`config.mk`:
```
export PLATFORM = sky130hd
export DESIGN_NAME = bup4_queue
export DESIGN_NICKNAME = d
export VERILOG_FILES = /design/src/bup4_pkg.sv /design/src/bup4_queue.sv
export SDC_FILE = /design/constraint.sdc
export NUM_CORES = 1
export LEC_CHECK = 0
export ABC_AREA = 1
export BUFFER_PORTS_ARGS = -buffer_cell sky130_fd_sc_hd__buf_2
export CAP_MARGIN = 20
export CORE_MARGIN = 1
export CORE_UTILIZATION = 45
export CTS_BUF_LIST = sky130_fd_sc_hd__clkbuf_16
export CTS_CLUSTER_DIAMETER = 50
export DETAILED_ROUTE_END_ITERATION = 6
export SLEW_MARGIN = 5
export SYNTH_ARGS = -nofsm -noshare
export SYNTH_HDL_FRONTEND = slang
export SYNTH_SLANG_ARGS = --single-unit
```
`constraint.sdc`:
```
create_clock -name clk -period 6.5 [get_ports clk]
set_clock_uncertainty 0.15 [all_clocks]
set_input_delay 1.625 -clock clk [delete_from_list [all_inputs] [get_ports clk]]
set_output_delay 1.625 -clock clk [all_outputs]
set_load 0.03 [all_outputs]
```
`src/bup4_pkg.sv`:
```
`timescale 1ns / 1ps
// ----------------------------------------------------------------------------
// bup4_pkg
// Shared sizes and the job word passed from the front end to the back end.
// ----------------------------------------------------------------------------
package bup4_pkg;

	localparam int SRC_SIZE = 256;
	localparam int DST_SIZE = 1024;

	localparam int RW = $clog2(SRC_SIZE);       // source coordinate width
	localparam int CW = $clog2(4 * SRC_SIZE);   // output coordinate width

	localparam int SAMPLE_W = 16;
	localparam int COORD_W  = 10;
	localparam int VALUE_W  = 22;

	localparam int QDEPTH = 4;
	localparam int QAW    = $clog2(QDEPTH);

	// One classified source pixel with its three neighbors (up, left, upper-left)
	typedef struct packed {
		logic [RW-1:0]              row;
		logic [RW-1:0]              col;
		logic signed [SAMPLE_W-1:0] cur;
		logic signed [SAMPLE_W-1:0] up;
		logic signed [SAMPLE_W-1:0] left;
		logic signed [SAMPLE_W-1:0] upleft;
	} job_t;

endpackage

```
`src/bup4_queue.sv`:
```
`timescale 1ns / 1ps
// ----------------------------------------------------------------------------
// bup4_queue
// Short FIFO of job words between the front end and the back end.
// ----------------------------------------------------------------------------
module bup4_queue
	import bup4_pkg::*;
(
	input  logic clk,
	input  logic arst_n,
	input  logic push,
	input  job_t wr_job,
	output logic full,
	input  logic pop,
	output job_t head,
	output logic empty
);

	job_t           entries [QDEPTH];
	logic [QAW-1:0] wr_ptr_q, rd_ptr_q;
	logic [QAW:0]   cnt_q;

	assign full  = (cnt_q == (QAW+1)'(QDEPTH));
	assign empty = (cnt_q == '0);
	assign head  = entries[rd_ptr_q];

	always_ff @(posedge clk) begin
		if (push)
			entries[wr_ptr_q] <= wr_job;
	end

	always_ff @(posedge clk or negedge arst_n) begin
		if (!arst_n) begin
			wr_ptr_q <= '0;
			rd_ptr_q <= '0;
			cnt_q    <= '0;
		end else begin
			if (push)
				wr_ptr_q <= wr_ptr_q + 1'b1;
			if (pop)
				rd_ptr_q <= rd_ptr_q + 1'b1;
			case ({push, pop})
				2'b10:   cnt_q <= cnt_q + 1'b1;
				2'b01:   cnt_q <= cnt_q - 1'b1;
				default: cnt_q <= cnt_q;
			endcase
		end
	end

endmodule

```
## After elaboration in Yosys (flattened, before gate mapping)

Memories as Yosys holds them, arrays and structs flattened.
Index checks and enable logic that the tools add are counted.

| storage, ports and cells | value |
|---|---|
| register bits | 7 |
| memory bits (writable) | 320 |
| input bits | 84 |
| output and inout bits | 82 |
| word-level logic and storage cells | 16 |
| memories | 1 |

| cells by class | value |
|---|---|
| add/sub/neg operators | 4 |
| eq/ne operators | 3 |
| muxes and demuxes | 3 |
| reductions and logical operators | 2 |

Memory list:

| name | depth | bits a word | read ports | clocked after memory_dff | write ports | RTL line | source |
|---|---|---|---|---|---|---|---|
| entries | 4 | 80 | 1 | 0 | 1 | bup4_queue.sv:19 | `job_t entries [QDEPTH];` |

Operators by type and width:

| operator | number |
|---|---|
| $pmux 3 s2 | 1 |
| $add 2x1->2 const B | 2 |
| $add 3x1->3 const B | 1 |
| $eq 3x3->1 const B | 1 |
| $logic_not 3->1 | 1 |
| $sub 3x1->3 const B | 1 |
| $eq 2x1->1 const B | 1 |
| $eq 2x2->1 const B | 1 |
| $mux 1 | 2 |
| $reduce_bool 2->1 | 1 |

## Longest topological paths before layout

| logic depth | value |
|---|---|
| word-level depth | 2 |
| mapped depth | 10 |
| gate-level depth less buffers | 9 |

## Worst setup path before layout

Ideal clock, no wire load.

| timing path | value |
|---|---|
| kind | in2reg |
| start point | input push |
| end point | memory entries[3][0] in the netlist's numbering (enable) |
| arrival | 3,497 ps |
| data required time | 5,916 ps |
| slack | 2,419 ps |
| cell stages on the path | 3 |
| path buffers | 1 |
| path through | clkbuf_1 nand2_1 inv_1 |

| between the ends | value |
|---|---|
| longest elaborated chain between the ends | 2 |

RTL lines:

| what | RTL line | source |
|---|---|---|
| start, declared | bup4_queue.sv:11 | `input logic push,` |
| $mux 1 | bup4_queue.sv:28 | `if (push)` |
| $mux 1 (not written as such) | bup4_queue.sv:29 | `entries[wr_ptr_q] <= wr_job;` |
| end, declared | bup4_queue.sv:19 |  |

Every way passes these cells.

==> flow_metrics.env <==
export IMPL_dieArea_mm2=0.0309
export IMPL_antenna_found_initial=2
export IMPL_cts_made_buffers=36
export IMPL_grt_pass1_wl_mm=38.4
export IMPL_rsz0062_at_grt="no"
export IMPL_crit_chain="buf_12 > nand2_1 > o211ai_1 > nand2_1 > buf_2"
export IMPL_core_mm2=0.0297
export IMPL_synth_top_cell_area_share=0.706
export IMPL_track_usage=0.163
export IMPL_fmax_ghz=0.232
export IMPL_power_density_mw_per_mm2=500
export IMPL_critPathTopFamily="flip-flops"
export IMPL_nFillCells=2520
export IMPL_place_ws_ns=2.69
export IMPL_grt_max_degree=137
export IMPL_ff_latch_area_mm2=0.00979
export IMPL_wire_per_inst_um=16.3
export IMPL_hold_viol=0
export IMPL_clk_insertion_delay_late_ns=0.50
export IMPL_cts_root_buf="clkbuf_16"
export IMPL_fin_crit_sh=0.664
export IMPL_cts_tree="built"
export IMPL_overflow=0
export IMPL_async_flop_share=0.0214
export IMPL_drt_pass1_iterations=6
export IMPL_synth_seq_cells=327
export IMPL_min_period_ns=4.32
export IMPL_num_vias=7531
export IMPL_areaGrowthSynthToFinish_pct=15.4
export IMPL_postCtsSetupBuffers=0
export IMPL_ys_flop_type="edfxtp_1"
export IMPL_drive_gt1_frac=0.271
export IMPL_slew_viol_final=0
export IMPL_cap_violations=0
export IMPL_synth_edf_count=320
export IMPL_ys_seq_area_frac=0.719
export IMPL_syn_area_mm2=0.0136
export IMPL_dp_hpwl_mm=14.1
export IMPL_critPathMaxStageDelay_ns=0.87
export IMPL_critPathLaunchType="flip-flop"
export IMPL_crit_fanout=136
export IMPL_finalNetCount=1231
export IMPL_path_class="reg -> out"
export IMPL_cts_clk_slew_worst_paths_ns=0.06
export IMPL_die_h_um=176
export IMPL_timing_final_ws_setup_ns=2.18
export IMPL_crit_slowest_cell="dfrtp_4"
export IMPL_final_cell_mix="320 x edfxtp_1, 250 x nand2_1, 172 x inv_1"
export IMPL_vias_per_cell=4.84
export IMPL_start_util=0.458
export IMPL_critical_path_buf_inv_count=2
export IMPL_cts_max_level=2
export IMPL_synthCells=982
export IMPL_yosys_warnings=0
export IMPL_critPathArrivalTime_ns=2.54
export IMPL_status="finished, final reports clean"
export IMPL_die_w_um=176
export IMPL_worstPathRequired_ns=4.72
export IMPL_port_buffer_count=165
export IMPL_cts_hold_repair_buffers=0
export IMPL_routed_wl_mm=25.4
export IMPL_synth_top_area_cell="edfxtp_1"
export IMPL_vdd_drop_max_mv=0.419
export IMPL_multi_input_area_mm2=0.00270
export IMPL_synth_area_leaders="edfxtp_1 71%, o211ai_2 7.4%, nand2_1 6.9%"
export IMPL_gp_congestion=0.687
export IMPL_final_common_cell="edfxtp_1"
export IMPL_clkSinkCount=327
export IMPL_setup_violations=0
export IMPL_utilization=0.528
export IMPL_ys_types=21
export IMPL_num_rows=63
export IMPL_synth_avg_cell_area_um2=13.9
export IMPL_worstMarginPinSlew_ns=0.934
export IMPL_ctsResizeCount=0
export IMPL_drcViolationCount=0
export IMPL_cp_common_cell="nand2_1"
export IMPL_setup_tns_ns=0
export IMPL_endpoint_kind="output pin"
export IMPL_grt_pass1_vias=7081
export IMPL_leakagePower_nw=6.37
export IMPL_ios=166
export IMPL_drt_iter0_drc=448
export IMPL_cts_path_max_buffers=3
export IMPL_postRouteAntennaNets=0
export IMPL_maxSlewHeadroom=0.377
export IMPL_synth_nets=1072
export IMPL_hp_class="reg -> reg"
-- tightest hold or removal path: stages, from the launching register on --
cell     delay [ns]
dfrtp_1        0.36
nand2_1        0.06
nand2_1        0.05
-- kinds of logic (layout without fill, tap and decap cells) --
| group | after synthesis | count (layout) | synth area share |
|---|---|---|---|
| DFF | 327 | 327 | 0.719 |
| and+or+nand+nor | 255 | 255 | 0.0710 |
| buffers and inverters | 228 | 412 | 0.0830 |
| AOI/OAI and AO/OA | 162 | 162 | 0.118 |
| adders and majority gates | 6 | 6 | 0.00607 |
| xor gates and xnor gates | 4 | 4 | 0.00257 |
| other | 0 | 1 | 0 |
-- registers in the layout, summed over array words and instances (netlist names) --
name,count
rd_ptr_q,2
cnt_q,3
wr_ptr_q,2
entries,320
-- path summary, 6_finish.rpt --
path | startpoint | to | slack [ns] | cells after the start
worst max-delay path | rd_ptr_q[0] | head[47] | 2.18 | 5
worst min-delay path | cnt_q[2] | cnt_q[2] | 0.36 | 2
worst max register to register | wr_ptr_q[0] | entries[2][35] | 4.00 | 5
worst min register to register | cnt_q[2] | cnt_q[2] | 0.36 | 2
max in group asynchronous | arst_n | rd_ptr_q[0] | 5.21 | 1
min in group asynchronous | arst_n | cnt_q[0] | 0.80 | 1
-- stage by stage --
stage / hold slack (ns) / std cells / cell area (um2) / power, mW
detailed placement: 0.349 / 1493 / 14600 / 6.03
global route: 0.404 / 1556 / 15700 / 8.29
floorplan: 0.313 / 982 / 13600 / 5.35
finish: 0.358 / 1557 / 15700 / 7.85
global placement: 0.327 / 1493 / 14600 / 5.99
CTS: 0.359 / 1556 / 15700 / 7.97
-- layer usage --
metal	vias up	wire, um	track usage
met2	165	12000	0.271
met5	-	10	0
li1	3730	-	-
met1	3595	11500	0.217
met4	2	503	0.0471
met3	39	1350	0.0346
-- power breakdown --
part / total, mW / leakage, nW / switching [mW] / internal, mW
Combinational: 2.96 / 2.78 / 2.14 / 0.817
Clock: 1.93 / 0.570 / 0.775 / 1.15
Sequential: 2.96 / 3.02 / 0.199 / 2.76
-- synthesized netlist by cell type, types with 2 or more instances --
| master | count |
|---|---|
| buf_8 | 2 |
| o211ai_1 | 80 |
| xor2_1 | 3 |
| buf_2 | 21 |
| dfrtp_1 | 7 |
| edfxtp_1 | 320 |
| o211ai_2 | 80 |
| inv_1 | 173 |
| buf_6 | 30 |
| ha_1 | 5 |
| nand2_1 | 250 |
| nor3_1 | 2 |
-- layout make-up --
cell class | count | area share
timing repair buffer | 175 | 0.0590
inverter | 174 | 0.0423
sequential | 327 | 0.624
clock buffer | 37 | 0.0590
multi-input combinational | 427 | 0.172
clock inverter | 26 | 0.0133
antenna | 1 | 0.000159
tap | 390 | 0.0311
No activity file was read; power rests on OpenSTA's default activity.
