File: config.mk
export PLATFORM = sky130hd
export DESIGN_NAME = bup4_front_flat
export DESIGN_NICKNAME = d
export VERILOG_FILES = /design/src/bup4_pkg.sv /design/src/bup4_if.sv /design/src/bup4_front.sv /design/src/flat_wrapper.sv
export SDC_FILE = /design/constraint.sdc
export NUM_CORES = 2
export LEC_CHECK = 0
export BUFFER_PORTS_ARGS = -buffer_cell sky130_fd_sc_hd__buf_2
export CAP_MARGIN = 10
export CORE_UTILIZATION = 30
export CTS_CLUSTER_DIAMETER = 120
export DETAILED_ROUTE_END_ITERATION = 8
export SYNTH_ARGS = -nofsm -noshare
export SYNTH_HDL_FRONTEND = slang
export SYNTH_SLANG_ARGS = --single-unit
File: constraint.sdc
create_clock -name clk -period 5.2 [get_ports clk]
set_input_delay 0.78 -clock clk [delete_from_list [all_inputs] [get_ports clk]]
set_output_delay 0.78 -clock clk [all_outputs]
set_load 0.01 [all_outputs]
File: src/bup4_pkg.sv
`timescale 1ns / 1ps
// ----------------------------------------------------------------------------
// bup4_pkg
// Shared sizes and the job word passed from the front end to the back end.
// ----------------------------------------------------------------------------
package bup4_pkg;

	localparam int SRC_SIZE = 256;
	localparam int DST_SIZE = 1024;

	localparam int RW = $clog2(SRC_SIZE);       // source coordinate width
	localparam int CW = $clog2(4 * SRC_SIZE);   // output coordinate width

	localparam int SAMPLE_W = 16;
	localparam int COORD_W  = 10;
	localparam int VALUE_W  = 22;

	localparam int QDEPTH = 4;
	localparam int QAW    = $clog2(QDEPTH);

	// One classified source pixel with its three neighbors (up, left, upper-left)
	typedef struct packed {
		logic [RW-1:0]              row;
		logic [RW-1:0]              col;
		logic signed [SAMPLE_W-1:0] cur;
		logic signed [SAMPLE_W-1:0] up;
		logic signed [SAMPLE_W-1:0] left;
		logic signed [SAMPLE_W-1:0] upleft;
	} job_t;

endpackage

File: src/bup4_if.sv
`timescale 1ns / 1ps
// ----------------------------------------------------------------------------
// bup4_in_if / bup4_out_if
// Valid/ready channels for source samples and interpolated results.
// ----------------------------------------------------------------------------
interface bup4_in_if;
	logic               valid;
	logic               ready;
	logic signed [15:0] sample;

	modport source (output valid, output sample, input ready);
	modport sink (input valid, input sample, output ready);
endinterface


File: src/bup4_front.sv
`timescale 1ns / 1ps
// ----------------------------------------------------------------------------
// bup4_front
// Accepts source words, tracks raster position, keeps the line buffer and
// gathers each pixel and its three neighbors (up, left, upper-left) into a job word.
// ----------------------------------------------------------------------------
module bup4_front
	import bup4_pkg::*;
(
	input  logic        clk,
	input  logic        arst_n,
	bup4_in_if.sink     pixels,
	output logic        push,
	output job_t        job,
	input  logic        full
);

	logic signed [SAMPLE_W-1:0] line_mem [SRC_SIZE];

	logic [RW-1:0]              src_row_q, src_col_q;
	logic signed [SAMPLE_W-1:0] left_q, upleft_q;

	logic                       vld_s1;
	logic [RW-1:0]              row_s1, col_s1;
	logic signed [SAMPLE_W-1:0] cur_s1, left_s1, up_s1;

	logic accept;

	assign push         = vld_s1 & ~full;
	assign pixels.ready = ~vld_s1 | push;
	assign accept       = pixels.valid & pixels.ready;

	assign job.row    = row_s1;
	assign job.col    = col_s1;
	assign job.cur    = cur_s1;
	assign job.up     = up_s1;
	assign job.left   = left_s1;
	assign job.upleft = upleft_q;

	// Read before write: the word above comes out as the new one goes in
	always_ff @(posedge clk) begin
		if (accept) begin
			up_s1                <= line_mem[src_col_q];
			line_mem[src_col_q]  <= pixels.sample;
		end
	end

	always_ff @(posedge clk or negedge arst_n) begin
		if (!arst_n) begin
			src_row_q <= '0;
			src_col_q <= '0;
			left_q    <= '0;
			upleft_q  <= '0;
			vld_s1    <= 1'b0;
			row_s1    <= '0;
			col_s1    <= '0;
			cur_s1    <= '0;
			left_s1   <= '0;
		end else begin
			if (push)
				upleft_q <= up_s1;
			if (accept) begin
				vld_s1  <= 1'b1;
				row_s1  <= src_row_q;
				col_s1  <= src_col_q;
				cur_s1  <= pixels.sample;
				left_s1 <= left_q;
				left_q  <= pixels.sample;
				if (src_col_q == RW'(SRC_SIZE - 1)) begin
					src_col_q <= '0;
					src_row_q <= (src_row_q == RW'(SRC_SIZE - 1)) ? '0 : src_row_q + 1'b1;
				end else begin
					src_col_q <= src_col_q + 1'b1;
				end
			end else if (push) begin
				vld_s1 <= 1'b0;
			end
		end
	end

endmodule

File: src/flat_wrapper.sv
// flat-port wrapper written by rule: the top's interface ports become plain ports
module bup4_front_flat import bup4_pkg::*;
  (clk, arst_n, push, job, full, pixels_valid, pixels_sample, pixels_ready);
  bup4_in_if pixels_i ();
  input  logic clk;
  input  logic arst_n;
  output logic push;
  output job_t job;
  input  logic full;
  input wire logic [$bits(pixels_i.valid)-1:0] pixels_valid;
  input wire logic [$bits(pixels_i.sample)-1:0] pixels_sample;
  output wire logic [$bits(pixels_i.ready)-1:0] pixels_ready;
  assign pixels_i.valid = pixels_valid;
  assign pixels_i.sample = pixels_sample;
  assign pixels_ready = pixels_i.ready;
  bup4_front u_core (.clk(clk), .arst_n(arst_n), .pixels(pixels_i), .push(push), .job(job), .full(full));
endmodule
Word level (Yosys, flattened, before mapping)
Memory sizes are Yosys's and may differ from the RTL's. A register that Yosys moved wholly into a read port is not among the register bits.
Cells that the tools add are included.
{ "totals": {"regBits": 81, "latch_bits": 0, "ramBits": 4096, "rom_bits": 0, "output_inout_bits": 82, "word_cells": 26, "mem_count": 1} }
{ "op_classes": {"addsub": 2, "n_mul": 0, "div_mod_pow": 0, "magnitude_cmp": 0, "n_eq_ne": 2, "shift": 0, "muxes": 6, "bitwise": 5, "n_reduce_logical": 2} }
{ "mem_list": {"columns": ["memory", "words", "word_bits", "rd", "rd_ports_with_merged_regs", "write_ports", "line_no", "text"], "rows": [
  ["u_core.line_mem", 256, 16, 1, 1, 1, "bup4_front.sv:18", "logic signed [SAMPLE_W-1:0] line_mem [SRC_SIZE];"]
]} }
{ "ops": {"columns": ["cell", "count"], "rows": [
  ["adder 8 x 1 -> 8 bit (second input constant)", 2],
  ["equality test 8 bit (second input constant)", 2],
  ["two-way mux 8 bit", 2],
  ["two-way mux 1 bit", 4],
  ["AND 1 bit", 2],
  ["NOT 1 bit", 2],
  ["AND reduction 2 bit", 1],
  ["nonzero test 2 bit", 1],
  ["OR 1 bit", 1]
]} }

Longest topological paths before layout
{ "depth": {"ltp_word": 6, "ltp_mapped": 9, "mapped_depth_nobuf": 6} }

Least setup slack after synthesis
Ideal clock, no wire load.
{ "synth_path": {"path_type": "input port to flip-flop", "from": "input pixels_valid", "to": "memory u_core.line_mem[223][0], enable pin", "setup_ps": 388, "arrival_time_ps": 2832, "t_required_ps": 4812, "slack_ps": 1980, "stages": 7, "path_buffers": 3, "cell_sequence": "a21bo_2 -> inv_1 -> clkbuf_1 -> clkbuf_1 -> nand3_1 -> clkbuf_1 -> nor2_1"} }
{ "synth_between": {"elab_chain_cells": 3} }
{ "synth_rtl": {"columns": ["item", "line_no", "text"], "rows": [
  ["start, declared", "flat_wrapper.sv:10", "input wire logic [$bits(pixels_i.valid)-1:0] pixels_valid;"],
  ["AND 1 bit", "bup4_front.sv:31", "assign accept = pixels.valid & pixels.ready;"],
  ["two-way mux 1 bit", "bup4_front.sv:42", "if (accept) begin"],
  ["two-way mux 1 bit (implied by the code)", "bup4_front.sv:44", "line_mem[src_col_q] <= pixels.sample;"],
  ["end, declared", "bup4_front.sv:18", null]
]} }
No other way between the ends.

==> impl_metrics.toml <==
[yosys]
synthXorXnorAreaFrac = 0.000607
synth-seq-cells = 4193
synth_largest_area_cell = "edfxtp_1"
synth_area_leaders = "edfxtp_1 78%, mux4_2 15%, a22oi_1 2.4%, dfrtp_1 1.3%, a21oi_1 0.81%"
synthMuxAreaShare = 0.147
avgSynthCellArea_sq_um = 22.6
synth_top_cells_by_count = "4,112 x edfxtp_1, 1,024 x mux4_2, 512 x a22oi_1, 264 x nor2_1, 256 x a21oi_1"
synth_seq_area_share = 0.791
ys_async_sr_fraction = 0.0193
yosysMostFrequentCell = "edfxtp_1"
synthAdderAreaFrac = 0.000394
syn_nets = 7043
post-synth-top-area-fraction = 0.778
syn-cell-area_sq_mm = 0.159
synth_edf_count = 4112
synth_ff_type = "edfxtp_1"
yosysWarnings = 0
synth_top_family_by_area = "multiplexers"
yosysUniqueCellTypes = 32
synth_compound_area_frac = 0.0363
synthCells = 7018
synth-simple-area-share = 0.0124

[cells_and_area]
seq_area_sq_mm = 0.126
fin_cells = 14990
fillerInstances = 47729
stdcell_area_sq_mm = 0.185
multi_input_area_sq_mm = 0.0315
drive_gt1_frac = 0.294
area_delta_synth_final_pct = 16.4
layout.nets = 7683

[timing]
slew_headroom = 0.199
timing.final.max_slew_violations = 0
max_freq_mhz = 212
final.period_utilization = 0.906
hold_violations = 0
worstMarginPinSlew_ps = 1200
fin_setup_tns_ps = 0
setup-violations-final = 0
min_period_ps = 4710
rsz0062_at_grt = "no"
skew_ps = 58.6

[critical_path]
worstPathMaxFanout = 58
path_delay_family = "compound AO/OA/AOI/OAI gates"
crit_buf_inv = 3
slowest_delay_ps = 1210
cp_data_arrival_time_ps = 5370
endpoint_kind = "flop"
worstPathCellList = "buf_12, buf_12, buf_4, mux4_2, a22oi_1, a21oi_1, o41ai_2, nand4_1"
critical_path_class = "reg -> reg"
cp_common_cell = "buf_12"
required_ps = 5860
start_kind = "flop"
crit_path_top_delay_cell = "dfrtp_4"

[pwr]
combPwrFrac = 0.202
ir_worst_vdd_v = 0.000389
power.switching_uw = 23800
p_seq_frac = 0.449
clock_power_share = 0.349
p_int_uw = 60900
switching_share = 0.281
pwr_density_cell_mw_per_mm2 = 459
leakagePower_uw = 0.0567

[clock_network]
cts_buffers = 415
post_cts_resized = 0
cts_sinks = 4193
cts_max_level = 5
cts_setup_buffers = 0
clk_latency_ps = 980
tritoncts = "built"
clk_pin_slew_ps = 60
cts_buffer_depth = 4
cts_root_buf = "clkbuf_16"

[placed_design]
gp_congestion = 0.822
dp.cells = 14206
dpl-instance-area_sq_mm = 0.171
io_buffer_count = 101
hpwl_um = 253000

[floorplanning]
die_x_um = 729
die_h_um = 729
dieArea_sq_mm = 0.532
fp-row-count = 266
start_util = 0.302
ios = 102
coreArea_sq_mm = 0.526

[global_routing]
grt_pass1_wl_um = 606000
grt_util_all_layers = 0.157
antenna_found_initial = 28
grt_max_degree = 169
grt_overflow = 0
first_global_vias = 78515

[detailed_routing]
totalWireLength_um = 429000
dr.pass1.iters = 5
final_antenna_net_count = 0
drt-initial-drc-count = 9509
drc = 0
viasPerCell = 5.18
vias = 77683
wl_per_cell_um = 28.7

[hold_path]
hold_path_class = "in -> reg"

[job]
drv_cap = 0

[run_status]
outcome = "completed"
[kinds of logic (layout without fill, tap and decap cells)]
family | count (synthesis) | count (layout)
adder cells (fa/ha/maj) | 5 | 5
AND/OR/NAND/NOR | 489 | 489
XOR/XNOR | 11 | 11
flip-flops | 4193 | 4193
multiplexers | 1041 | 1041
buffers and inverters | 435 | 1422
AO/OA/AOI/OAI | 844 | 844
other | 0 | 17
[repair_timing]
| item | in CTS | in global routing |
|---|---|---|
| setup endpoints to repair | 0 | 0 |
| hold buffers | 2 | 0 |
| hold endpoints to repair | 68 | 0 |
[power groups by stage]
| stage | clock network [uW] | logic (uW) | registers [uW] |
|---|---|---|---|
| after floorplan | 0 | 10000 | 38400 |
| after global placement | 0 | 17200 | 38700 |
| after detailed placement | 0 | 17300 | 38700 |
| after CTS | 30000 | 17300 | 38000 |
| after global routing | 31200 | 17900 | 38000 |
| final | 29600 | 17100 | 38000 |
[sequential cells by signal (all words and copies together) (netlist names)]
signal and count:
u_core.line_mem 4096, u_core.left_q 16, u_core.left_s1 16, u_core.up_s1 16, u_core.upleft_q 16, u_core.col_s1 8, u_core.row_s1 8, u_core.src_col_q 8
u_core.src_row_q 8, u_core.vld_s1 1
[cell type report]
cell class,instances,area share
Antenna cell,17,0.000230
Clock buffer,527,0.0594
Clock inverter,237,0.0127
Inverter,3,0.0000678
Multi-Input combinational cell,2390,0.171
Sequential cell,4193,0.680
Tap cell,6968,0.0472
Timing Repair Buffer,655,0.0300
[per-stage QoR]
step	utilization	setup slack [ps]	power [uW]	hold WS (ps)
6_report	0.351	489	84700	129
5_1_grt	0.351	496	87100	123
4_1_cts	0.351	485	85400	58.3
3_5_place_dp	0.326	506	56000	458
3_3_place_gp	0.326	366	55900	466
2_1_floorplan	-	1980	48400	460
[placed cells by master, fill, tap and decap left out, types with 4 or more instances in the layout]
cell type,synthesis,layout
o21ai_0,9,9
bufinv_16,0,38
clkinv_8,0,4
clkinvlp_4,0,11
xnor2_1,7,7
o41ai_1,64,40
clkinv_2,0,77
dfrtp_1,81,79
xor2_1,4,4
buf_4,10,496
nand3_1,22,9
nor2_1,264,236
mux4_2,1024,1024
buf_2,81,85
nand4_1,19,19
edfxtp_1,4112,4112
a21oi_1,256,256
nand2_1,164,160
clkbuf_16,0,420
nor2_2,0,27
inv_6,0,10
o41ai_2,0,24
mux2_2,17,17
buf_8,0,16
clkbuf_8,0,5
diode_2,0,17
nand3_2,0,13
ha_1,5,5
clkinv_1,0,85
a22oi_1,512,512
clkinv_16,0,4
clkbuf_1,248,102
inv_16,0,6
buf_12,0,56
[layer usage]
layer,wire (um),vias up,track usage
met5,163,-,0
met4,13800,24,0.0484
met3,36200,592,0.0330
met2,209000,3552,0.256
met1,171000,42257,0.211
li1,-,31258,-
[final timing paths]
kind	start	endpoint	slack (ps)	depth (start not counted)
setup / recovery	u_core.src_col_q[1]	u_core.up_s1[8]	490	8
hold / removal	full	u_core.vld_s1	130	3
setup reg to reg	u_core.src_col_q[1]	u_core.up_s1[8]	490	8
hold reg to reg	u_core.left_s1[15]	u_core.left_s1[15]	470	2
max in group asynchronous	arst_n	u_core.upleft_q[13]	3710	3
min in group asynchronous	arst_n	u_core.left_q[11]	480	2
[tightest hold or removal path: stages]
cell      delay [ps]
buf_2            120
nand2_1           80
nand2b_1          60
No activity file was read; power rests on OpenSTA's default activity.
