**src/bup4_pkg.sv**
```systemverilog
`timescale 1ns / 1ps
// ----------------------------------------------------------------------------
// bup4_pkg
// Shared sizes and the job word passed from the front end to the back end.
// ----------------------------------------------------------------------------
package bup4_pkg;

	localparam int SRC_SIZE = 256;
	localparam int DST_SIZE = 1024;

	localparam int RW = $clog2(SRC_SIZE);       // source coordinate width
	localparam int CW = $clog2(4 * SRC_SIZE);   // output coordinate width

	localparam int SAMPLE_W = 16;
	localparam int COORD_W  = 10;
	localparam int VALUE_W  = 22;

	localparam int QDEPTH = 4;
	localparam int QAW    = $clog2(QDEPTH);

	// One classified source pixel with its three neighbors (up, left, upper-left)
	typedef struct packed {
		logic [RW-1:0]              row;
		logic [RW-1:0]              col;
		logic signed [SAMPLE_W-1:0] cur;
		logic signed [SAMPLE_W-1:0] up;
		logic signed [SAMPLE_W-1:0] left;
		logic signed [SAMPLE_W-1:0] upleft;
	} job_t;

endpackage

```
**src/bup4_if.sv**
```systemverilog


interface bup4_out_if;
	logic               valid;
	logic               ready;
	logic [9:0]         out_row;
	logic [9:0]         out_col;
	logic signed [21:0] out_value;
	logic               last_of_run;

	modport source (output valid, output out_row, output out_col, output out_value,
		output last_of_run, input ready);
	modport sink (input valid, input out_row, input out_col, input out_value,
		input last_of_run, output ready);
endinterface

```
**src/bup4_back.sv**
```systemverilog
`timescale 1ns / 1ps
// ----------------------------------------------------------------------------
// bup4_back
// Walks the output pixels of each job in raster order and interpolates them
// through a three-stage pipeline (select, horizontal blend, vertical blend).
// ----------------------------------------------------------------------------
module bup4_back
	import bup4_pkg::*;
(
	input  logic      clk,
	input  logic      arst_n,
	input  job_t      head,
	input  logic      empty,
	output logic      pop,
	bup4_out_if.source results
);

	localparam int LIM = (DST_SIZE < 4 * SRC_SIZE) ? DST_SIZE : 4 * SRC_SIZE;
	localparam int TW  = CW + 2;

	// floor((2p-3)/8) as a signed base
	function automatic logic signed [TW-1:0] base_of(input logic [CW-1:0] p);
		logic signed [TW-1:0] t;
		t = $signed({1'b0, p, 1'b0}) - TW'(3);
		return t >>> 3;
	endfunction

	function automatic logic [2:0] frac_of(input logic [CW-1:0] p);
		logic [TW-1:0] t;
		t = {1'b0, p, 1'b0} - TW'(3);
		return t[2:0];
	endfunction

	function automatic logic [RW-1:0] clamp_src(input logic signed [TW-1:0] i);
		if (i < 0)
			return '0;
		if (i > TW'(SRC_SIZE - 1))
			return RW'(SRC_SIZE - 1);
		return i[RW-1:0];
	endfunction

	function automatic logic [CW-1:0] lo_of(input logic [RW-1:0] s);
		if (s == '0)
			return '0;
		return {s, 2'b00} - CW'(2);
	endfunction

	function automatic logic [CW-1:0] hi_of(input logic [RW-1:0] s);
		logic [CW-1:0] h;
		h = (s == RW'(SRC_SIZE - 1)) ? {s, 2'b11} : {s, 2'b01};
		return (h > CW'(LIM - 1)) ? CW'(LIM - 1) : h;
	endfunction

	// sequencer
	logic          active_q;
	job_t          job_q;
	logic [CW-1:0] y_q, x_q, xlo_q, xhi_q, yhi_q;

	logic          adv, at_end, want;
	logic [CW-1:0] ylo_n, yhi_n, xlo_n, xhi_n;
	logic          empty_n;

	// pipeline
	logic                       vld_s1, vld_s2, vld_s3;
	logic                       last_s1, last_s2, last_s3;
	logic [CW-1:0]              y_s1, x_s1, y_s2, x_s2, y_s3, x_s3;
	logic signed [SAMPLE_W-1:0] g00_s1, g01_s1, g10_s1, g11_s1;
	logic [2:0]                 ax_s1, ay_s1, ay_s2;
	logic signed [19:0]         h0_s2, h1_s2;
	logic signed [VALUE_W-1:0]  v_s3;

	logic [RW-1:0]              r0, r1, c0, c1;
	logic                       r0_cur, r1_cur, c0_cur, c1_cur;
	logic signed [SAMPLE_W-1:0] g00, g01, g10, g11;
	logic signed [20:0]         h0_n, h1_n;
	logic signed [24:0]         v_n;

	assign adv    = ~vld_s3 | results.ready;
	assign at_end = (x_q == xhi_q) && (y_q == yhi_q);
	assign want   = adv & (~active_q | at_end);
	assign pop    = want & ~empty;

	assign ylo_n   = lo_of(head.row);
	assign yhi_n   = hi_of(head.row);
	assign xlo_n   = lo_of(head.col);
	assign xhi_n   = hi_of(head.col);
	// clipped away entirely when the output frame is smaller
	assign empty_n = (ylo_n > yhi_n) || (xlo_n > xhi_n);

	always_comb begin
		r0 = clamp_src(base_of(y_q));
		r1 = clamp_src(base_of(y_q) + TW'(1));
		c0 = clamp_src(base_of(x_q));
		c1 = clamp_src(base_of(x_q) + TW'(1));
		r0_cur = (r0 == job_q.row);
		r1_cur = (r1 == job_q.row);
		c0_cur = (c0 == job_q.col);
		c1_cur = (c1 == job_q.col);
		g00 = r0_cur ? (c0_cur ? job_q.cur : job_q.left) : (c0_cur ? job_q.up : job_q.upleft);
		g01 = r0_cur ? (c1_cur ? job_q.cur : job_q.left) : (c1_cur ? job_q.up : job_q.upleft);
		g10 = r1_cur ? (c0_cur ? job_q.cur : job_q.left) : (c0_cur ? job_q.up : job_q.upleft);
		g11 = r1_cur ? (c1_cur ? job_q.cur : job_q.left) : (c1_cur ? job_q.up : job_q.upleft);
	end

	// weights are in eighths: (8 - a) and a
	always_comb begin
		h0_n = 21'(g00_s1 * $signed({1'b0, 3'(4'd8 - {1'b0, ax_s1})}))
			+ 21'(g01_s1 * $signed({1'b0, ax_s1}));
		h1_n = 21'(g10_s1 * $signed({1'b0, 3'(4'd8 - {1'b0, ax_s1})}))
			+ 21'(g11_s1 * $signed({1'b0, ax_s1}));
		v_n  = 25'(h0_s2 * $signed({1'b0, 3'(4'd8 - {1'b0, ay_s2})}))
			+ 25'(h1_s2 * $signed({1'b0, ay_s2}));
	end

	always_ff @(posedge clk or negedge arst_n) begin
		if (!arst_n) begin
			active_q <= 1'b0;
			job_q    <= '0;
			y_q      <= '0;
			x_q      <= '0;
			xlo_q    <= '0;
			xhi_q    <= '0;
			yhi_q    <= '0;
			vld_s1   <= 1'b0;
			vld_s2   <= 1'b0;
			vld_s3   <= 1'b0;
			last_s1  <= 1'b0;
			last_s2  <= 1'b0;
			last_s3  <= 1'b0;
			y_s1     <= '0;
			x_s1     <= '0;
			y_s2     <= '0;
			x_s2     <= '0;
			y_s3     <= '0;
			x_s3     <= '0;
			g00_s1   <= '0;
			g01_s1   <= '0;
			g10_s1   <= '0;
			g11_s1   <= '0;
			ax_s1    <= '0;
			ay_s1    <= '0;
			ay_s2    <= '0;
			h0_s2    <= '0;
			h1_s2    <= '0;
			v_s3     <= '0;
		end else if (adv) begin
			if (active_q && !at_end) begin
				if (x_q == xhi_q) begin
					x_q <= xlo_q;
					y_q <= y_q + 1'b1;
				end else begin
					x_q <= x_q + 1'b1;
				end
			end
			if (want) begin
				if (!empty) begin
					job_q    <= head;
					y_q      <= ylo_n;
					x_q      <= xlo_n;
					xlo_q    <= xlo_n;
					xhi_q    <= xhi_n;
					yhi_q    <= yhi_n;
					active_q <= ~empty_n;
				end else begin
					active_q <= 1'b0;
				end
			end

			vld_s1  <= active_q;
			last_s1 <= at_end;
			y_s1    <= y_q;
			x_s1    <= x_q;
			g00_s1  <= g00;
			g01_s1  <= g01;
			g10_s1  <= g10;
			g11_s1  <= g11;
			ax_s1   <= frac_of(x_q);
			ay_s1   <= frac_of(y_q);

			vld_s2  <= vld_s1;
			last_s2 <= last_s1;
			y_s2    <= y_s1;
			x_s2    <= x_s1;
			ay_s2   <= ay_s1;
			h0_s2   <= h0_n[19:0];
			h1_s2   <= h1_n[19:0];

			vld_s3  <= vld_s2;
			last_s3 <= last_s2;
			y_s3    <= y_s2;
			x_s3    <= x_s2;
			v_s3    <= v_n[VALUE_W-1:0];
		end
	end

	assign results.valid       = vld_s3;
	assign results.out_row     = COORD_W'(y_s3);
	assign results.out_col     = COORD_W'(x_s3);
	assign results.out_value   = v_s3;
	assign results.last_of_run = last_s3;

endmodule
```
**src/flat_wrapper.sv**
```systemverilog
// flat-port wrapper written by rule: the top's interface ports become plain ports
module bup4_back_flat import bup4_pkg::*;
  (clk, arst_n, head, empty, pop, results_valid, results_out_row, results_out_col, results_out_value, results_last_of_run, results_ready);
  bup4_out_if results_i ();
  input  logic clk;
  input  logic arst_n;
  input  job_t head;
  input  logic empty;
  output logic pop;
  output wire logic [$bits(results_i.valid)-1:0] results_valid;
  output wire logic [$bits(results_i.out_row)-1:0] results_out_row;
  output wire logic [$bits(results_i.out_col)-1:0] results_out_col;
  output wire logic [$bits(results_i.out_value)-1:0] results_out_value;
  output wire logic [$bits(results_i.last_of_run)-1:0] results_last_of_run;
  input wire logic [$bits(results_i.ready)-1:0] results_ready;
  assign results_valid = results_i.valid;
  assign results_out_row = results_i.out_row;
  assign results_out_col = results_i.out_col;
  assign results_out_value = results_i.out_value;
  assign results_last_of_run = results_i.last_of_run;
  assign results_i.ready = results_ready;
  bup4_back u_core (.clk(clk), .arst_n(arst_n), .head(head), .empty(empty), .pop(pop), .results(results_i));
endmodule
```
**config.mk**
```make
export PLATFORM = sky130hd
export DESIGN_NAME = bup4_back_flat
export DESIGN_NICKNAME = d
export VERILOG_FILES = /design/src/bup4_pkg.sv /design/src/bup4_if.sv /design/src/bup4_back.sv /design/src/flat_wrapper.sv
export SDC_FILE = /design/constraint.sdc
export NUM_CORES = 2
export LEC_CHECK = 0
export BUFFER_PORTS_ARGS = -buffer_cell sky130_fd_sc_hd__buf_2
export CORE_MARGIN = 3
export CORE_UTILIZATION = 40
export CTS_BUF_LIST = sky130_fd_sc_hd__clkbuf_8
export CTS_CLUSTER_DIAMETER = 200
export DETAILED_ROUTE_END_ITERATION = 10
export HOLD_SLACK_MARGIN = 0.06
export SYNTH_ARGS = -nofsm -noshare
export SYNTH_HDL_FRONTEND = slang
export SYNTH_SLANG_ARGS = --single-unit
```
**constraint.sdc**
```tcl
create_clock -name clk -period 15.75 [get_ports clk]
set_input_delay 1.575 -clock clk [delete_from_list [all_inputs] [get_ports clk]]
set_output_delay 1.575 -clock clk [all_outputs]
set_load 0.005 [all_outputs]
```
==> Word level (Yosys, flattened, before mapping) <==
Cells that the tools add are included.
{ "word_totals": {"ff_bits": 332, "in_bits": 84, "output_inout_bits": 45, "elab_cells": 146} }
{ "classes": {"n_addsub": 15, "n_mul": 6, "magnitude_cmp": 12, "n_eq_ne": 8, "mux": 55, "n_bitwise": 8, "reduce_logical": 8} }
{ "op_table": {"columns": ["operator", "n"], "rows": [
  ["10-bit 2-to-1 mux", 14],
  ["16-bit 2-to-1 mux", 8],
  ["8-bit 2-to-1 mux", 16],
  ["16-bit by 4-bit multiplier with 20-bit output", 4],
  ["20-bit by 4-bit multiplier with 22-bit output", 2],
  ["20-bit adder", 2],
  ["8-bit == test", 4],
  ["11-bit by 2-bit subtractor with 12-bit output, second input constant", 2],
  ["22-bit adder", 1],
  ["10-bit by 1-bit adder with 10-bit output, second input constant", 2],
  ["9-bit by 2-bit adder with 10-bit output, second input constant", 2],
  ["10-bit == test", 2],
  ["10-bit greater-than comparator", 2],
  ["10-bit greater-than comparator, second input constant", 2],
  ["10-bit by 9-bit greater-than comparator with 1-bit output, second input constant", 2],
  ["10-bit by 1-bit < comparator with 1-bit output, second input constant", 2],
  ["10-bit by 2-bit subtractor with 10-bit output, second input constant", 2],
  ["9-bit greater-than comparator, second input constant", 2],
  ["9-bit by 1-bit < comparator with 1-bit output, second input constant", 2],
  ["8-bit == test, second input constant", 2],
  ["8-bit zero test", 2],
  ["1-bit 2-to-1 mux", 15],
  ["1-bit by 3-bit subtractor with 3-bit output, first input constant", 2],
  ["3-bit by 2-bit subtractor with 3-bit output, second input constant", 2],
  ["9 further kinds", 16]
]} }

==> Logic depth before layout (Yosys ltp) <==
{ "depth": {"depth_word": 10, "depth_mapped": 25, "depth_no_buf": 23} }

==> Worst setup path after synthesis <==
No wires, ideal clock.
{ "synth_timing": {"path_type": "register to register", "from": "register u_core.ay_s1[0] (netlist name)", "to": "register u_core.h0_s2[16]", "setup_ns": 0.069, "arrival_time_ns": 5.437, "required_ns": 15.681, "setup_slack_ns": 10.243, "path_stages_with_launch": 25, "n_path_buf": 2, "synth_period_minus_slack_ns": 5.507, "cell_sequence": "dfrtp_1 > clkbuf_1 > inv_1 > ha_1 > xnor2_1 > clkbuf_1 > and2_1 > ha_1 > inv_1 > fa_1 > inv_1 > fa_1 > fa_1 > inv_1 > fa_1 > nor2b_1 > o21ai_0 > a21boi_0 > o21ai_0 > a21oi_1 > o2111ai_1 > nand3_1 > a31oi_1 > or4b_2 > nand3_1"} }
{ "synth_rtl": {"columns": ["element", "line_no", "text"], "rows": [
  ["end signal: assignment", "bup4_back.sv:185", "h0_s2 <= h0_n[19:0];"],
  ["end: declaration", "bup4_back.sv:69", "logic signed [19:0] h0_s2, h1_s2;"]
]} }

==> summary.txt <==
Setup-failing EPs final: 0
hold path depth: 2
Post-synth top flop: dfrtp_1
Rows: 96
Layout fillers: 6948
Slew @ Worst Pin: 1.09 ns
CP Class: reg2reg
Routed Antenna Nets: 0
total gr overflow: 0
hold path start: u_core.results.out_row[9]$_DFFE_PN0P_
Sink Count: 326
Hold WC Path Type: reg2reg
status: completed
Die X: 272 um
Num CTS Buffers: 59
CP Capture Type: register
vias in the first global route: 21695
Yosys warnings: 0
area of the multi-input gates: 18400 sq um
initial DRC count: 1333
CTS Root Cell: clkbuf_8
Arrival @ worst endpoint: 6.85 ns
Total Routing Usage GR: 19.9%
RSZ-0062 raised after global routing: false
post-synthesis cell count: 3195
via-per-instance ratio: 5.16
sequential share of the synthesized area: 28.8%
initial antenna violation count: 2
Worst R2R Setup Slack: 9.41 ns
# port buffers: 128
commonest cells after routing, fill and taps aside: nand2_1 (599), dfrtp_1 (326), inv_1 (321)
most common cell after layout, fill and taps aside: nand2_1
Net Count, Synth: 3699
Fin Clk Skew: 0.0528 ns
Top Ports: 129
router iterations before antenna repair: 5
via count: 21788
Async SR Flop Fraction: 100%
cell area after synthesis: 28400 sq um
WP data required: 16.25 ns
hold-critical path endpoint: u_core.results.out_row[9]$_DFFE_PN0P_
largest net degree at the start of global routing: 147
Avg Cell Area, Syn: 8.88 sq um
first-pass GRT wire length: 120 mm
Reg clk slew, reported paths: 0.06 ns
Post-CTS Setup Inserts: 0
Setup TNS Final: 0 ns
Cell variety after synth: 87
FF-to-FF path depth: 23
Slew Limit Headroom: 27.5%
FMAX: 0.158 GHz
final period utilization: 40.3%
CTS Hold Bufs: 0
detailed placer's ending HPWL: 55.1 mm
#FFs+latches synth: 326
crit path launch type: register
post-DR wirelength/cell: 17.4 um
H-Tree Depth: 2
final wirelength: 73.6 mm
RR Endpoint: u_core.h0_s2[19]$_DFFE_PN0P_
CTS tree: yes
clk_lat worst skew: 0.68 ns
Critical Path Source: u_core.ay_s1[0]$_DFFE_PN0P_
RR Startpoint: u_core.ay_s1[0]$_DFFE_PN0P_
Resized cells post-CTS: 0
# nets final: 3750
Starting Density: 40.8%
Core Area: 69400 sq um
Die Area: 74100 sq um
deepest clock path buffer count: 3
EDFF count, synth: 0
Max FO, Critical Path: 65
GPL Wtd Cong: 0.862
Slew Viols, Final: 0
DIE HEIGHT: 272 um
fin crit period: 6.34 ns
max-cap violation count: 0
Reg area: 8160 sq um
share of layout cells above drive strength 1: 10.1%
Area Overhead vs Synth: 9.54%
Hold Violations, Final: 0
DRC viols: 0
[per-layer routing]
layer	part of all wire, %	track usage (%)
met5	0	0
met4	1.5	4.01
met3	3.8	2.07
met2	46	32.4
met1	48	28.7
[synth_stat cells, types with 6 or more instances]
cell,instances,area (sq um)
and2_1,308,1930
o32ai_1,6,52.6
nand4b_1,7,61.3
o21ai_0,132,661
fa_1,207,4140
o31ai_1,15,113
nor2_1,119,447
mux2_4,9,135
nand3_1,55,275
xnor2_1,70,613
nor4_1,14,87.6
o21a_1,16,120
ha_1,213,2670
xor2_1,43,377
a31oi_1,14,87.6
nor2b_1,9,56.3
nand2b_1,15,93.8
inv_1,314,1180
a221o_1,30,300
nand2_1,599,2250
nor3b_1,12,90.1
o22ai_1,16,100
a211o_1,6,52.6
buf_1,19,71.3
clkbuf_1,109,409
nor3_1,48,240
o211ai_1,16,120
nor4b_1,8,70.1
mux2_2,39,439
mux2i_1,68,681
or3_1,16,100
nand4_1,11,68.8
a21oi_1,117,586
a211oi_1,8,60.1
and3_1,13,81.3
o21ai_1,8,40.0
a21boi_0,20,150
buf_2,27,135
a21o_1,19,143
dfrtp_1,326,8160
[cell type report]
| type | instances | area share, % |
|---|---|---|
| antenna | 4 | 0.0322 |
| clock buffer | 86 | 3.81 |
| clock inverter | 20 | 0.467 |
| inverter | 316 | 3.82 |
| multi-input combinational | 2389 | 59.1 |
| sequential | 326 | 26.3 |
| tap | 931 | 3.75 |
| timing repair buffer | 154 | 2.76 |
[worst max-delay path, stage by stage, from the launching register on]
cell       delay, ns
dfrtp_1         0.32
buf_4           0.46
inv_1           0.17
ha_1            0.26
xnor2_2         0.13
buf_4           0.24
and2_1          0.20
ha_1            0.26
inv_1           0.04
fa_1            0.47
inv_1           0.05
fa_1            0.51
fa_1            0.51
ha_1            0.31
a21o_1          0.16
a21oi_1         0.21
o21ai_0         0.14
a211oi_1        0.31
o31ai_1         0.15
o41ai_1         0.58
o2111ai_1       0.21
a21oi_1         0.22
xnor2_1         0.15
o21ai_0         0.09
[state kept, by name, summed over array words and instances, names as in the netlist, 16 cells and up]
signal and count:
u_core.g01_s1 16, u_core.h1_s2 20, u_core.job_q 80, u_core.g00_s1 16, u_core.g11_s1 16, u_core.results.out_value 22
u_core.g10_s1 16, u_core.h0_s2 20
[cell families after synthesis]
family                   share of synthesized area (%)
AND/OR/NAND/NOR                                   21.9
buffers and inverters                             6.64
AO/OA/AOI/OAI                                     10.7
adder cells (fa/ha/maj)                           24.0
flip-flops                                        28.8
multiplexers                                      4.43
XOR/XNOR                                          3.63
[how the worst max path moves through the flow]
stage | end | slack [ns] | cells after the start
CTS | u_core.h0_s2[19]$_DFFE_PN0P_ | 9.35 | 23
global placement | u_core.h0_s2[18]$_DFFE_PN0P_ | 9.51 | 24
detailed placement | u_core.h0_s2[19]$_DFFE_PN0P_ | 9.41 | 23
floorplan | u_core.h0_s2[16]$_DFFE_PN0P_ | 10.24 | 24
global route | u_core.results.out_value[18]$_DFFE_PN0P_ | 8.88 | 21
finish | u_core.h0_s2[19]$_DFFE_PN0P_ | 9.41 | 23
[stage by stage]
step	worst slack (ns)	instances	hold slack, ns	area, sq um	utilization [%]
after floorplan	10.24	3195	0.430	28400	-
after global placement	9.51	4116	0.444	29700	42.8
after detailed placement	9.41	4116	0.450	29700	42.8
after CTS	9.35	4222	0.464	31100	44.7
after global routing	8.88	4223	0.479	31100	44.7
final	9.41	4226	0.459	31100	44.7
Power is not shown: default switching activity piles up to over one toggle a cycle in this logic, so the estimate is an artifact.
